==> src/sbjd_pkg.sv <==
// types, codes and constants of the beacon job-done detector
// no dependencies; imported by every module of the block
`timescale 1ns / 1ps

package sbjd_pkg;

  // state class codes of a beacon
  typedef enum logic [2:0] {
    CLS_NONE  = 3'd0,
    CLS_RUN   = 3'd1,
    CLS_IDLE  = 3'd2,
    CLS_ALARM = 3'd3,
    CLS_CHECK = 3'd4,
    CLS_OTHER = 3'd5
  } cls_t;

  // one request on the input channel
  typedef struct packed {
    logic        cmd;
    logic [7:0]  data_byte;
    logic        last_byte;
    logic [62:0] now_us;
  } in_item_t;

  // one request on the result channel
  typedef struct packed {
    logic       accepted;
    logic [2:0] state_class;
    logic       changing;
    logic       job_done;
  } out_item_t;

  // parser verdict handed to the detector stage
  typedef struct packed {
    logic res;
    logic tick;
    logic accepted;
    cls_t cls;
    logic chg;
  } verdict_t;

  localparam logic        CMD_BYTE = 1'b0;
  localparam logic        CMD_TICK = 1'b1;
  localparam logic [31:0] STABLE_RESET = 32'd2_500_000;

  localparam logic [7:0] CH_OPEN  = 8'h3C;  // '<'
  localparam logic [7:0] CH_CLOSE = 8'h3E;  // '>'
  localparam logic [7:0] CH_BAR   = 8'h7C;  // '|'
  localparam logic [7:0] CH_COLON = 8'h3A;  // ':'

endpackage

==> src/sbjd_in_stage.sv <==
// input register of the beacon job-done detector
// depends on sbjd_pkg
`timescale 1ns / 1ps

module sbjd_in_stage import sbjd_pkg::*; (
  input  logic     clk,
  input  logic     rst_n,
  input  logic     in_valid,
  output logic     in_stall,
  input  in_item_t in_data,
  input  logic     blocked,
  output logic     s1_valid,
  output in_item_t s1_item,
  output logic     fire
);

  logic     s1_valid_r, s1_valid_nxt;
  in_item_t s1_item_r;
  logic     take;

  assign fire     = s1_valid_r && !blocked;
  assign in_stall = s1_valid_r && blocked;
  assign take     = in_valid && !in_stall;

  always_comb begin
    s1_valid_nxt = s1_valid_r;
    if (take) begin
      s1_valid_nxt = 1'b1;
    end else if (fire) begin
      s1_valid_nxt = 1'b0;
    end
  end

  always_ff @(posedge clk) begin
    if (!rst_n) begin
      s1_valid_r <= 1'b0;
    end else begin
      s1_valid_r <= s1_valid_nxt;
    end
  end

  always_ff @(posedge clk) begin
    if (take) begin
      s1_item_r <= in_data;
    end
  end

  assign s1_valid = s1_valid_r;
  assign s1_item  = s1_item_r;

endmodule

==> src/sbjd_parser.sv <==
// beacon framing and field parser of the beacon job-done detector
// depends on sbjd_pkg
`timescale 1ns / 1ps

module sbjd_parser import sbjd_pkg::*; #(
  parameter int PACKET_MAX = 159
) (
  input  logic     clk,
  input  logic     rst_n,
  input  logic     fire,
  input  in_item_t item,
  output verdict_t verdict
);

  localparam int CNT_W = $clog2(PACKET_MAX + 1);
  localparam logic [CNT_W-1:0] MAX_CNT = CNT_W'(PACKET_MAX);
  localparam logic [CNT_W-1:0] TWO_CNT = CNT_W'(2);
  localparam logic [CNT_W-1:0] ONE_CNT = CNT_W'(1);

  // candidate flag bits of the current field
  localparam int FM_CHG   = 0;
  localparam int FM_SEQ   = 1;
  localparam int FM_ON    = 2;
  localparam int FM_RUN   = 3;
  localparam int FM_IDLE  = 4;
  localparam int FM_ALARM = 5;
  localparam int FM_CHECK = 6;
  localparam int FM_COLON = 7;
  localparam logic [7:0] FM_START = 8'h7F;

  localparam logic [71:0] CHG_TXT   = 72'("Changing=");
  localparam logic [71:0] SEQ_TXT   = 72'("Seq=");
  localparam logic [71:0] ON_TXT    = 72'("On");
  localparam logic [71:0] RUN_TXT   = 72'("Run");
  localparam logic [71:0] IDLE_TXT  = 72'("Idle");
  localparam logic [71:0] ALARM_TXT = 72'("Alarm");
  localparam logic [71:0] CHECK_TXT = 72'("Check");

  typedef struct packed {
    logic [7:0] pos;
    logic [7:0] flags;
    logic       ms_seen;
    cls_t       ms_code;
    logic       chg;
  } field_st_t;

  localparam field_st_t FIELD_CLEAR = '{pos: 8'd0, flags: FM_START, ms_seen: 1'b0,
                                         ms_code: CLS_NONE, chg: 1'b0};

  // character c sits at position p of a right-aligned text of length len
  function automatic logic txt_hit(input logic [71:0] txt, input int unsigned len,
                                   input logic [7:0] p, input logic [7:0] c);
    logic hit;
    hit = 1'b0;
    if (32'(p) < len) begin
      hit = (c == txt[8 * (len - 1 - 32'(p)) +: 8]);
    end
    return hit;
  endfunction

  // cut at ':' or field end: keep only candidates of matching length
  function automatic logic [7:0] cand_cut(input logic [7:0] f, input logic [7:0] len);
    logic [7:0] r;
    r = f;
    if (len != 8'd3) r[FM_RUN] = 1'b0;
    if (len != 8'd4) r[FM_IDLE] = 1'b0;
    if (len != 8'd5) begin
      r[FM_ALARM] = 1'b0;
      r[FM_CHECK] = 1'b0;
    end
    r[FM_COLON] = 1'b1;
    return r;
  endfunction

  function automatic field_st_t field_end(input field_st_t s);
    field_st_t  r;
    logic [7:0] f;
    r = s;
    f = s.flags;
    if (s.pos != 8'd0) begin
      if (f[FM_CHG] && s.pos >= 8'd9) begin
        r.chg = f[FM_ON] && (s.pos == 8'd11);
      end else if (f[FM_SEQ] && s.pos >= 8'd4) begin
        r.chg = s.chg;  // sequence fields are skipped
      end else if (!s.ms_seen) begin
        if (!f[FM_COLON]) f = cand_cut(f, s.pos);
        if (f[FM_RUN])        r.ms_code = CLS_RUN;
        else if (f[FM_IDLE])  r.ms_code = CLS_IDLE;
        else if (f[FM_ALARM]) r.ms_code = CLS_ALARM;
        else if (f[FM_CHECK]) r.ms_code = CLS_CHECK;
        else                  r.ms_code = CLS_OTHER;
        r.ms_seen = 1'b1;
      end
    end
    r.pos   = 8'd0;
    r.flags = FM_START;
    return r;
  endfunction

  function automatic field_st_t body_char(input field_st_t s, input logic [7:0] c);
    field_st_t  r;
    logic [7:0] f;
    logic [7:0] p;
    r = s;
    f = s.flags;
    p = s.pos;
    if (c == CH_BAR) begin
      r = field_end(s);
    end else begin
      if (p < 8'd9) begin
        if (!txt_hit(CHG_TXT, 9, p, c)) f[FM_CHG] = 1'b0;
      end else begin
        if (!txt_hit(ON_TXT, 2, p - 8'd9, c)) f[FM_ON] = 1'b0;
      end
      if (!txt_hit(SEQ_TXT, 4, p, c)) f[FM_SEQ] = 1'b0;
      if (!f[FM_COLON]) begin
        if (c == CH_COLON) begin
          f = cand_cut(f, p);
        end else begin
          if (!txt_hit(RUN_TXT, 3, p, c))   f[FM_RUN]   = 1'b0;
          if (!txt_hit(IDLE_TXT, 4, p, c))  f[FM_IDLE]  = 1'b0;
          if (!txt_hit(ALARM_TXT, 5, p, c)) f[FM_ALARM] = 1'b0;
          if (!txt_hit(CHECK_TXT, 5, p, c)) f[FM_CHECK] = 1'b0;
        end
      end
      r.flags = f;
      if (p != 8'hFF) r.pos = p + 8'd1;
    end
    return r;
  endfunction

  logic [CNT_W-1:0] bc_r, bc_nxt;
  logic             frame_ok_r, frame_ok_nxt;
  logic [7:0]       pend_r, pend_nxt;
  field_st_t        fs_r, fs_nxt;
  field_st_t        fs_fin;
  logic             well_framed;

  always_comb begin
    bc_nxt       = bc_r;
    frame_ok_nxt = frame_ok_r;
    pend_nxt     = pend_r;
    fs_nxt       = fs_r;
    fs_fin       = FIELD_CLEAR;
    well_framed  = 1'b0;
    verdict      = '{res: 1'b0, tick: 1'b0, accepted: 1'b0, cls: CLS_NONE, chg: 1'b0};
    if (item.cmd == CMD_TICK) begin
      // a tick drops any partial packet
      verdict.res  = 1'b1;
      verdict.tick = 1'b1;
      bc_nxt       = '0;
      frame_ok_nxt = 1'b0;
      pend_nxt     = 8'd0;
      fs_nxt       = FIELD_CLEAR;
    end else begin
      if (bc_r < MAX_CNT) begin
        if (bc_r == '0) begin
          frame_ok_nxt = (item.data_byte == CH_OPEN);
        end else begin
          if (bc_r >= TWO_CNT) fs_nxt = body_char(fs_r, pend_r);
          pend_nxt = item.data_byte;
        end
        bc_nxt = bc_r + ONE_CNT;
      end
      if (item.last_byte) begin
        fs_fin      = field_end(fs_nxt);
        well_framed = frame_ok_nxt && (bc_nxt >= TWO_CNT) && (pend_nxt == CH_CLOSE);
        verdict.res = 1'b1;
        if (well_framed && fs_fin.ms_seen) begin
          verdict.accepted = 1'b1;
          verdict.cls      = fs_fin.ms_code;
          verdict.chg      = fs_fin.chg;
        end
        bc_nxt       = '0;
        frame_ok_nxt = 1'b0;
        pend_nxt     = 8'd0;
        fs_nxt       = FIELD_CLEAR;
      end
    end
  end

  always_ff @(posedge clk) begin
    if (!rst_n) begin
      bc_r       <= '0;
      frame_ok_r <= 1'b0;
      pend_r     <= 8'd0;
      fs_r       <= FIELD_CLEAR;
    end else if (fire) begin
      bc_r       <= bc_nxt;
      frame_ok_r <= frame_ok_nxt;
      pend_r     <= pend_nxt;
      fs_r       <= fs_nxt;
    end
  end

endmodule

==> src/sbjd_detect.sv <==
// arming, stable window and result register of the beacon job-done detector
// depends on sbjd_pkg
`timescale 1ns / 1ps

module sbjd_detect import sbjd_pkg::*; (
  input  logic        clk,
  input  logic        rst_n,
  input  logic        cfg_we,
  input  logic [31:0] cfg_wdata,
  input  logic        fire,
  input  verdict_t    verdict,
  input  logic [62:0] now_us,
  input  logic        out_stall,
  output logic        out_valid,
  output out_item_t   out_data
);

  logic [31:0] window_r;
  logic        run_seen_r, run_seen_nxt;
  logic        done_fired_r, done_fired_nxt;
  logic        win_open_r, win_open_nxt;
  logic [62:0] win_start_r, win_start_nxt;
  logic        out_valid_r, out_valid_nxt;
  out_item_t   out_data_r;
  logic [63:0] diff;
  logic        elapsed;
  logic        done;
  logic        emit;

  assign diff    = {1'b0, now_us} - {1'b0, win_start_r};
  assign elapsed = win_open_r && !diff[63] && (diff[62:0] >= {31'd0, window_r});
  assign emit    = fire && verdict.res;

  always_comb begin
    run_seen_nxt   = run_seen_r;
    done_fired_nxt = done_fired_r;
    win_open_nxt   = win_open_r;
    win_start_nxt  = win_start_r;
    done           = 1'b0;
    if (verdict.tick) begin
      if (run_seen_r && !done_fired_r && elapsed) begin
        done_fired_nxt = 1'b1;
        done           = 1'b1;
      end
    end else if (verdict.accepted) begin
      case (verdict.cls) inside
        CLS_RUN: begin
          run_seen_nxt   = 1'b1;
          done_fired_nxt = 1'b0;
          win_open_nxt   = 1'b0;
        end
        CLS_ALARM, CLS_CHECK: begin
          run_seen_nxt = 1'b0;
          win_open_nxt = 1'b0;
        end
        default: begin
          if (run_seen_r && !done_fired_r) begin
            if (verdict.cls == CLS_IDLE && !verdict.chg) begin
              if (!win_open_r) begin
                win_open_nxt  = 1'b1;
                win_start_nxt = now_us;
              end else if (elapsed) begin
                done_fired_nxt = 1'b1;
                done           = 1'b1;
              end
            end else begin
              win_open_nxt = 1'b0;
            end
          end
        end
      endcase
    end
  end

  always_comb begin
    out_valid_nxt = out_valid_r;
    if (emit) begin
      out_valid_nxt = 1'b1;
    end else if (!out_stall) begin
      out_valid_nxt = 1'b0;
    end
  end

  always_ff @(posedge clk) begin
    if (!rst_n) begin
      window_r     <= STABLE_RESET;
      run_seen_r   <= 1'b0;
      done_fired_r <= 1'b0;
      win_open_r   <= 1'b0;
      out_valid_r  <= 1'b0;
    end else begin
      if (cfg_we) window_r <= cfg_wdata;
      if (fire) begin
        run_seen_r   <= run_seen_nxt;
        done_fired_r <= done_fired_nxt;
        win_open_r   <= win_open_nxt;
      end
      out_valid_r <= out_valid_nxt;
    end
  end

  always_ff @(posedge clk) begin
    if (fire) win_start_r <= win_start_nxt;
    if (emit) begin
      out_data_r <= '{accepted: verdict.accepted, state_class: verdict.cls,
                      changing: verdict.chg, job_done: done};
    end
  end

  assign out_valid = out_valid_r;
  assign out_data  = out_data_r;

endmodule

==> src/status_beacon_job_done_detector.sv <==
// top level of the beacon job-done detector: input register, parser, detector
// depends on sbjd_pkg, sbjd_in_stage, sbjd_parser and sbjd_detect
`timescale 1ns / 1ps

// Watches machine status beacons, one byte per request, and poll ticks, each
// stamped with a microsecond time. A beacon is '<' fields '>' with fields
// split by '|'. The first field that is neither empty, a Seq= field nor a
// Changing= field gives the main state (cut at ':'); Changing=On sets the
// changing flag. Run arms detection, Alarm or Check disarms it, and Idle
// without changing held for stable_window_us raises job_done once per run.
// One result leaves per tick and per last byte of a beacon, none for the
// other bytes. Only the first PACKET_MAX bytes of a beacon are parsed; later
// bytes are dropped until its last byte. The block takes one request every
// cycle while in_stall is low: a request is held in the input register, and
// its result is written to the result register when it leaves there. A
// request that produces a result waits in the input register only while a
// previous result is held in the result register by out_stall; plain body
// bytes never wait. The stable window is one 64-bit subtract of the 63-bit
// times and a compare against the configuration register. No clearing pass
// follows reset. The window register is written at any cycle (cfg_ready is
// always high) but is meant to change only while no beacon is in flight.

module status_beacon_job_done_detector import sbjd_pkg::*; #(
  parameter int PACKET_MAX = 159
) (
  input  logic        clk,
  input  logic        rst_n,
  // input requests
  input  logic        in_valid,
  output logic        in_stall,
  input  in_item_t    in_data,
  // result requests
  output logic        out_valid,
  input  logic        out_stall,
  output out_item_t   out_data,
  // stable window register
  input  logic        cfg_valid,
  output logic        cfg_ready,
  input  logic [31:0] cfg_data
);

  logic     s1_valid;
  in_item_t s1_item;
  logic     fire;
  logic     blocked;
  verdict_t verdict;

  // only a request that yields a result needs room in the result register
  assign blocked   = out_valid && out_stall && (s1_item.cmd || s1_item.last_byte);
  assign cfg_ready = 1'b1;

  sbjd_in_stage u_in (
    .clk      (clk),
    .rst_n    (rst_n),
    .in_valid (in_valid),
    .in_stall (in_stall),
    .in_data  (in_data),
    .blocked  (blocked),
    .s1_valid (s1_valid),
    .s1_item  (s1_item),
    .fire     (fire)
  );

  // parser state advances only on a request leaving the input register
  sbjd_parser #(
    .PACKET_MAX (PACKET_MAX)
  ) u_parse (
    .clk     (clk),
    .rst_n   (rst_n),
    .fire    (fire && s1_valid),
    .item    (s1_item),
    .verdict (verdict)
  );

  sbjd_detect u_det (
    .clk       (clk),
    .rst_n     (rst_n),
    .cfg_we    (cfg_valid && cfg_ready),
    .cfg_wdata (cfg_data),
    .fire      (fire),
    .verdict   (verdict),
    .now_us    (s1_item.now_us),
    .out_stall (out_stall),
    .out_valid (out_valid),
    .out_data  (out_data)
  );

endmodule

==> config.mk <==
export PLATFORM = sky130hd
export DESIGN_NAME = status_beacon_job_done_detector
export DESIGN_NICKNAME = d
export VERILOG_FILES = /design/src/sbjd_pkg.sv /design/src/sbjd_in_stage.sv /design/src/sbjd_parser.sv /design/src/sbjd_detect.sv /design/src/status_beacon_job_done_detector.sv
export SDC_FILE = /design/constraint.sdc
export NUM_CORES = 1
export LEC_CHECK = 0
export ABC_AREA = 1
export BUFFER_PORTS_ARGS = -buffer_cell sky130_fd_sc_hd__buf_2
export CORE_ASPECT_RATIO = 0.8
export CORE_MARGIN = 2
export CORE_UTILIZATION = 45
export CTS_BUF_LIST = sky130_fd_sc_hd__clkbuf_8
export DETAILED_ROUTE_END_ITERATION = 10
export PLACE_DENSITY = 0.7
export SLEW_MARGIN = 20
export SYNTH_ARGS = -nofsm -noshare
export SYNTH_HDL_FRONTEND = slang
export SYNTH_SLANG_ARGS = --single-unit
==> constraint.sdc <==
create_clock -name clk -period 6.7 [get_ports clk]
set_input_delay 0.335 -clock clk [delete_from_list [all_inputs] [get_ports clk]]
set_output_delay 0.335 -clock clk [all_outputs]
set_load 0.01 [all_outputs]
==> results of run 1 <==
-- layout make-up --
cell class	count	area [um2]	area share, %
Multi-Input combinational cell	1784	9015	47.39
Sequential cell	217	5766	30.31
Timing Repair Buffer	204	1441	7.577
Inverter	384	1441	7.577
Tap cell	480	600.6	3.157
Clock buffer	38	523.0	2.749
Clock inverter	30	236.5	1.243
-- cells by family (layout without fill, tap and decap cells) --
group | after synthesis | count (layout) | share of synthesized area [%]
compound gates | 340 | 340 | 11.05
xor+xnor | 39 | 39 | 2.080
fa+ha+maj | 107 | 107 | 8.198
buf+inv | 427 | 656 | 10.10
flops | 217 | 217 | 35.11
other cells | 1 | 1 | 0.02284
simple gates | 1297 | 1297 | 33.44
-- synthesized netlist by cell type, types with 2 or more instances --
library cell	instances
inv_1	369
nor2_2	14
nand2_2	19
and3_1	2
nor3_1	28
nor2_1	239
buf_4	7
ha_1	106
o211ai_1	5
o21ai_1	5
xor2_1	35
o21ai_0	119
nand3_1	166
o22ai_1	7
o41ai_1	2
nand4_1	47
a211oi_1	3
nand2_1	745
o31ai_1	2
edfxtp_1	142
clkinv_1	3
o21bai_1	13
nor2_4	5
buf_6	3
nand3b_1	8
xnor2_1	4
o21a_1	2
nand2_4	2
inv_2	12
dfxtp_1	75
buf_2	6
a21oi_1	173
nand3_2	2
a21o_1	2
clkbuf_1	26
nor4_1	10
or2_2	4
-- state kept, by name, summed over array words and instances, names as in the netlist, 6 cells and up --
| register | flops |
|---|---|
| u_det.out_data | 6 |
| u_in.s1_item | 73 |
| u_parse.bc_r | 8 |
| u_det.window_r | 32 |
| u_det.win_start_r | 63 |
| u_parse.pend_r | 8 |
| u_parse.fs_r | 21 |
-- metal layers --
metal  vias to the layer above  GRT usage [%]  share of wire, %
li1                       8304              -                 -
met1                      7586          42.41                47
met2                       683          43.29                41
met3                        99          6.667               8.9
met4                         2          9.018               2.9
met5                         -              0             0.023
-- per-stage QoR --
step                      power, mW  instance area [um2]
after floorplan               1.836                16420
after global placement        1.999                17450
after detailed placement      2.009                17450
after CTS                     3.307                19020
after global routing          3.442                19020
final                         3.292                19020
-- what timing repair did --
action	in CTS	in global routing
hold buffers	81	0
setup endpoints to repair	0	0
buffers inserted	0	0
resized for setup	0	0
hold endpoints to repair	81	0
-- worst register-to-register path: cells and delay by family (launching register included) --
kind	cells	cell delay, ns
flip-flops	1	0.60
AND/OR/NAND/NOR	17	2.20
buffers and inverters	3	0.96
AO/OA/AOI/OAI	1	0.22
adder cells (fa/ha/maj)	1	0.31
-- how the worst max path moves through the flow --
stage	from	endpoint	cells past startpoint
after global routing	u_parse.fs_r[15]$_SDFFE_PN0P_	u_det.win_start_r[24]$_DFFE_PP_	24
after CTS	u_parse.fs_r[15]$_SDFFE_PN0P_	u_det.win_start_r[22]$_DFFE_PP_	24
after global placement	u_parse.fs_r[13]$_SDFFE_PN0P_	u_det.win_start_r[0]$_DFFE_PP_	25
after floorplan	u_parse.fs_r[13]$_SDFFE_PN0P_	u_det.win_start_r[0]$_DFFE_PP_	25
after detailed placement	u_parse.fs_r[15]$_SDFFE_PN0P_	u_det.win_start_r[1]$_DFFE_PP_	24
final	u_parse.fs_r[15]$_SDFFE_PN0P_	u_det.win_start_r[19]$_DFFE_PP_	22
-- report_power, final --
group	switching [mW]	total [mW]	leakage [nW]	internal, mW
clock network	0.600	1.26	0.434	0.660
registers	0.0257	1.50	1.95	1.47
logic	0.339	0.533	6.87	0.194
total	0.965	3.29	9.26	2.33
==> results.md, run 1 <==
- Outcome: completed
- CP Max Fanout: 63
- Register area share after synthesis: 35.11%
- DRC: 0
- Final worst-path cycle share: 71.65%
- Min-delay src: cfg_data[27]
- Root Buffer: clkbuf_8
- Hold Violations, Final: 0
- Gate Count Post-Synth: 2428
- EDFF count, synth: 142
- Peak Freq: 208.3 MHz
- Cell Chain, Critical Path: inv_1 > ha_1 > nand2_1 > nand2_1 > nand2_1 > nand2_1 > nor2_2 > inv_1 > nand2_2 > nand3_1 > nand2_1 > nand3_1 > o21bai_1 > nand2_1 > nand2_1 > nand2_2 > nand2_2 > nand4_4 > nor2_1 > nand4_1 > nor2_4 > buf_4
- FF+latch count, synth: 217
- Critical path class: flip-flop to flip-flop
- Die height: 174.9 um
- CTS sink count: 217
- Worst R2R Start: u_parse.fs_r[15]$_SDFFE_PN0P_
- Die X: 217.6 um
- Synth area leader: edfxtp_1
- Number of global-route vias before repair: 15.36k
- Clk_lat worst skew: 0.59 ns
- Hold Path Sink: u_det.window_r[27]$_SDFFE_PN0P_
- Gr usage total: 29.32%
- Nets: 2846
- ANT nets after route: 0
- P_leak: 9.260 nW
- Main synth FF type: edfxtp_1
- HP Class: primary input to flip-flop
- Initial antenna violation count: 1
- Largest buffer count on any clock path: 3
- Headroom to the max-slew limit: 28.09%
- Layout cell share with drive strength beyond 1: 9.070%
- Reg2reg path depth: 22
- Row Count: 62
- Final cell count without fillers: 3137
- CP top delay family: simple AND/OR/NAND/NOR gates
- Grt ovf: 0
- Clk pin slew, worst setup/hold paths: 0.07 ns
- Ys async rst share: 0%
- Library cells used by synthesis: 53
- Area contributors post-synth: edfxtp_1 26%, nand2_1 17%, dfxtp_1 9.1%
- Io pins: 119
- P&R area growth vs syn: 15.84%
- N_diodes: 0
- First-pass GRT wire length: 86.07 mm
- # port buffers: 117
- RSZ-0062 raised after global routing: no
- Required @ worst endpoint: 6.88 ns
- Synthesized area: 0.01642 mm2
- Setup TNS: 0 ns
- Post-DP HPWL: 44.54 mm
- Placed Cells: 2988
- WP buf/inv: 3
- Dpl ws: 2.014 ns
- Core Area: 0.03592 mm2
- Num CTS Buffers: 38
- Syn avg cell area: 6.764 um2
- Starting DRC count in detailed routing: 1519
- Crit path launch type: flip-flop
- Worst slew pin tran: 1.077 ns
- Vias/cell: 5.315
- Fin crit period: 4.800 ns
- Fillers: 3500
- Minimum hold slack: 0.04522 ns
- Via count: 16.67k
- DR pass1 iterations: 6
- Largest net degree at the start of global routing: 64
- Overall routed net length: 56.35 mm
- Post-Syn Nets: 2645
- Most frequent cells in the layout: 745 x nand2_1, 381 x inv_1, 236 x nor2_1
- Slowest-stage cell, CP: dfxtp_1
- Most common cell after layout, fill and taps aside: nand2_1
- Hold depth: 3
- Worst setup EP type: flip-flop
- H-tree level count: 2
- Die ar.: 0.03805 mm2
- CP dominant cell by count: nand2_1
- Worst path max stage delay: 0.60 ns
- Number of synthesis warnings: 0
- Final setup fails: 0
- Max Cap Viol: 0
- Critical Path AT: 4.98 ns
- Routed length per instance: 17.96 um
- Worst reg-to-reg setup slack: 1.90 ns
- Initial Util: 45.72%
- Routability cong.: 1.034
- R2R Path End: u_det.win_start_r[19]$_DFFE_PP_
- Top-area cell type share of the netlist area: 25.97%
- CTS tree: built
- Post-Route Utilization: 52.96%
- PnR worst setup slack: 1.900 ns
- Pins over their slew limit: 0
- Final Skew: 0.03759 ns
- Power density cells: 173.1 mW/mm2
- Peak VDD IR: 0.0002481 V
(Power assumes the default switching activity.)
==> run 2, diff against run 1 <==
Clock period 6.7 ns to 5 ns, I/O delays scaled along.
==> run 2 against run 1 <==
- non-clock buffer count increased by 33
- via count increased by 0.88%
- fmax is 7.1% higher
- flip-flop and latch count did not move
- largest cell class unchanged
- highest routed layer is now met4
==> results.md, run 2 (same netlist as run 1, synthesis figures left out) <==
- Row Count: 62 (unchanged)
- P_int: 3.201 mW (+38%)
- DRC: 0 (unchanged)
- Worst setup EP type: flip-flop
- Starting DRC count in detailed routing: 1767 (+16%)
- Final worst-path cycle share: 89.62% (+18 points)
- CP dominant cell by count: nand3_1
- Routability cong.: 1.022 (-1.2%)
- Critical Path AT: 4.83 ns (-0.15 ns)
- Pins over their slew limit: 0 (unchanged)
- Max FFs per register: 73 (unchanged)
- Io pins: 119 (unchanged)
- Via count: 16.82k (+0.88%)
- Crit path launch type: flip-flop
- Peak VDD IR: 0.0003766 V (+52%)
- Vias/cell: 5.306 (-0.17%)
- Post-Route Utilization: 53.91% (+0.94 points)
- Overall routed net length: 57.87 mm (+2.7%)
- Worst slew pin tran: 1.089 ns (+0.01159 ns)
- Sw frac: 28.26% (-1.0 points)
- Peak Freq: 223.2 MHz (+7.1%)
- ANT nets after route: 0 (unchanged)
- DR pass1 iterations: 6 (unchanged)
- Initial antenna violation count: 0 (-1)
- Outcome: completed
- Routed length per instance: 18.26 um (+1.6%)
- Fillers: 3543 (+1.2%)
- Comb pwr share: 16.4% (+0.2 points)
- Cell Chain, Critical Path: inv_1 > ha_1 > inv_1 > fa_1 > nand3_1 > nand2_1 > nand3_1 > nand2_1 > nand3_1 > nand2_1 > xor2_1 > ha_1 > nand4_1 > o41ai_1 > nand4_1 > nand3_1 > nand3_1 > nand3_1 > nand2_1 > o31ai_1
- Largest net degree at the start of global routing: 49 (-23%)
- Max Cap Viol: 0 (unchanged)
- Critical path class: flip-flop to flip-flop
- Slowest-stage cell, CP: o41ai_1
- Number of global-route vias before repair: 15.87k (+3.3%)
- Clk_lat worst skew: 0.56 ns (-0.03 ns)
- # port buffers: 117 (unchanged)
- Die X: 217.6 um (unchanged)
- Final Skew: 0.02271 ns (-0.01488 ns)
- Layout cell share with drive strength beyond 1: 9.665% (+0.60 points)
- H-tree level count: 2 (unchanged)
- Gr usage total: 30.66% (+1.3 points)
- HP Class: primary input to flip-flop
- Core Area: 0.03592 mm2 (unchanged)
- Most common cell after layout, fill and taps aside: nand2_1
- CP Max Fanout: 4 (-94%)
- Headroom to the max-slew limit: 27.32% (-0.77 points)
- Switch Pwr: 1.261 mW (+31%)
- RSZ-0062 raised after global routing: no
- Sequential share of power: 45.0% (-0.5 points)
- Post-DP HPWL: 45.99 mm (+3.3%)
- Power density cells: 230.5 mW/mm2 (+33%)
- CTS sink count: 217 (unchanged)
- Worst reg-to-reg setup slack: 0.52 ns (-1.38 ns)
- Root Buffer: clkbuf_8
- Most frequent cells in the layout: 745 x nand2_1, 381 x inv_1, 236 x nor2_1
- Fin crit period: 4.481 ns (-0.3191 ns)
- Final setup fails: 0 (unchanged)
- Largest buffer count on any clock path: 3 (unchanged)
- CTS tree: built
- Die height: 174.9 um (unchanged)
- Setup TNS: 0 ns (unchanged)
- Die ar.: 0.03805 mm2 (unchanged)
- Num CTS Buffers: 37 (-2.6%)
- Hold Violations, Final: 0 (unchanged)
- P_leak: 9.429 nW (+1.8%)
- Clk pin slew, worst setup/hold paths: 0.07 ns (about the same)
- P&R area growth vs syn: 17.90%
- N_diodes: 0 (unchanged)
- Nets: 2878 (+1.1%)
- Cts repair resizes: 0 (unchanged)
- Grt ovf: 0 (unchanged)
- First-pass GRT wire length: 90.30 mm (+4.9%)
- Clock power frac: 38.6% (+0.3 points)
- Worst path max stage delay: 0.58 ns (-0.02 ns)
- Required @ worst endpoint: 5.35 ns (-1.53 ns)
- Initial Util: 45.72% (unchanged)
## run 2: area by class of cell
| class | count | area (um2) | area share [%] |
|---|---|---|---|
| sequential | 217 | 5766 | 29.78 |
| multi-input combinational | 1784 | 9015 | 46.56 |
| clock inverter | 24 | 182.7 | 0.9435 |
| tap | 480 | 600.6 | 3.102 |
| clock buffer | 44 | 605.6 | 3.128 |
| timing repair buffer | 237 | 1752 | 9.047 |
| inverter | 384 | 1441 | 7.444 |
## run 2: power groups by stage
stage | Sequential, mW | Clock, mW | Combinational, mW
2_1_floorplan | 2.03 | 0 | 0.426
3_3_place_gp | 2.04 | 0 | 0.641
3_5_place_dp | 2.05 | 0 | 0.652
4_1_cts | 2.01 | 1.76 | 0.715
5_1_grt | 2.01 | 1.84 | 0.812
6_report | 2.01 | 1.72 | 0.731
## run 2: worst paths after layout
| check | startpoint | to | depth (start not counted) |
|---|---|---|---|
| worst max register to register | u_in.s1_item[0]$_DFFE_PP_ | u_det.out_data[0]$_DFFE_PP_ | 20 |
| worst min-delay path | cfg_data[20] | u_det.window_r[20]$_SDFFE_PN0P_ | 3 |
| worst max-delay path | u_in.s1_item[0]$_DFFE_PP_ | u_det.out_data[0]$_DFFE_PP_ | 20 |
| worst min register to register | u_det.done_fired_r$_SDFFE_PN0P_ | u_det.done_fired_r$_SDFFE_PN0P_ | 2 |
## run 2: repair_timing
| item | 4_1_cts | 5_1_grt |
|---|---|---|
| hold endpoints to repair | 96 | 0 |
| hold buffers | 96 | 0 |
| setup buffers | 0 | 0 |
## run 2: worst max-delay path: cells and delay by family, from the launching register on
family / cells / cell delay, ns
and+or+nand+nor: 12 / 1.66
adders and majority gates: 3 / 0.98
AOI/OAI and AO/OA: 2 / 0.91
DFF: 1 / 0.38
xor gates and xnor gates: 1 / 0.21
buffers and inverters: 2 / 0.13
## run 2: routing by layer
layer / vias to the layer above / global-route usage (%) / wire, um
met4: 0 / 7.477 / 1283
met3: 78 / 5.466 / 4890
met2: 652 / 45.51 / 23990
li1: 8343 / - / -
met1: 7748 / 45.83 / 27700
met5: - / 0 / 0
## run 2: per-stage QoR
step	total power [mW]	hold WS [ns]	worst slack, ns	instance area, um2	cells
global placement	2.686	0.4259	0.6940	17610	3006
detailed placement	2.699	0.4281	0.6033	17610	3006
floorplan	2.460	0.3489	0.1645	16420	2428
finish	4.462	0.03376	0.5188	19360	3170
global route	4.669	0.03302	0.1282	19360	3170
CTS	4.482	0.005148	0.5535	19360	3170
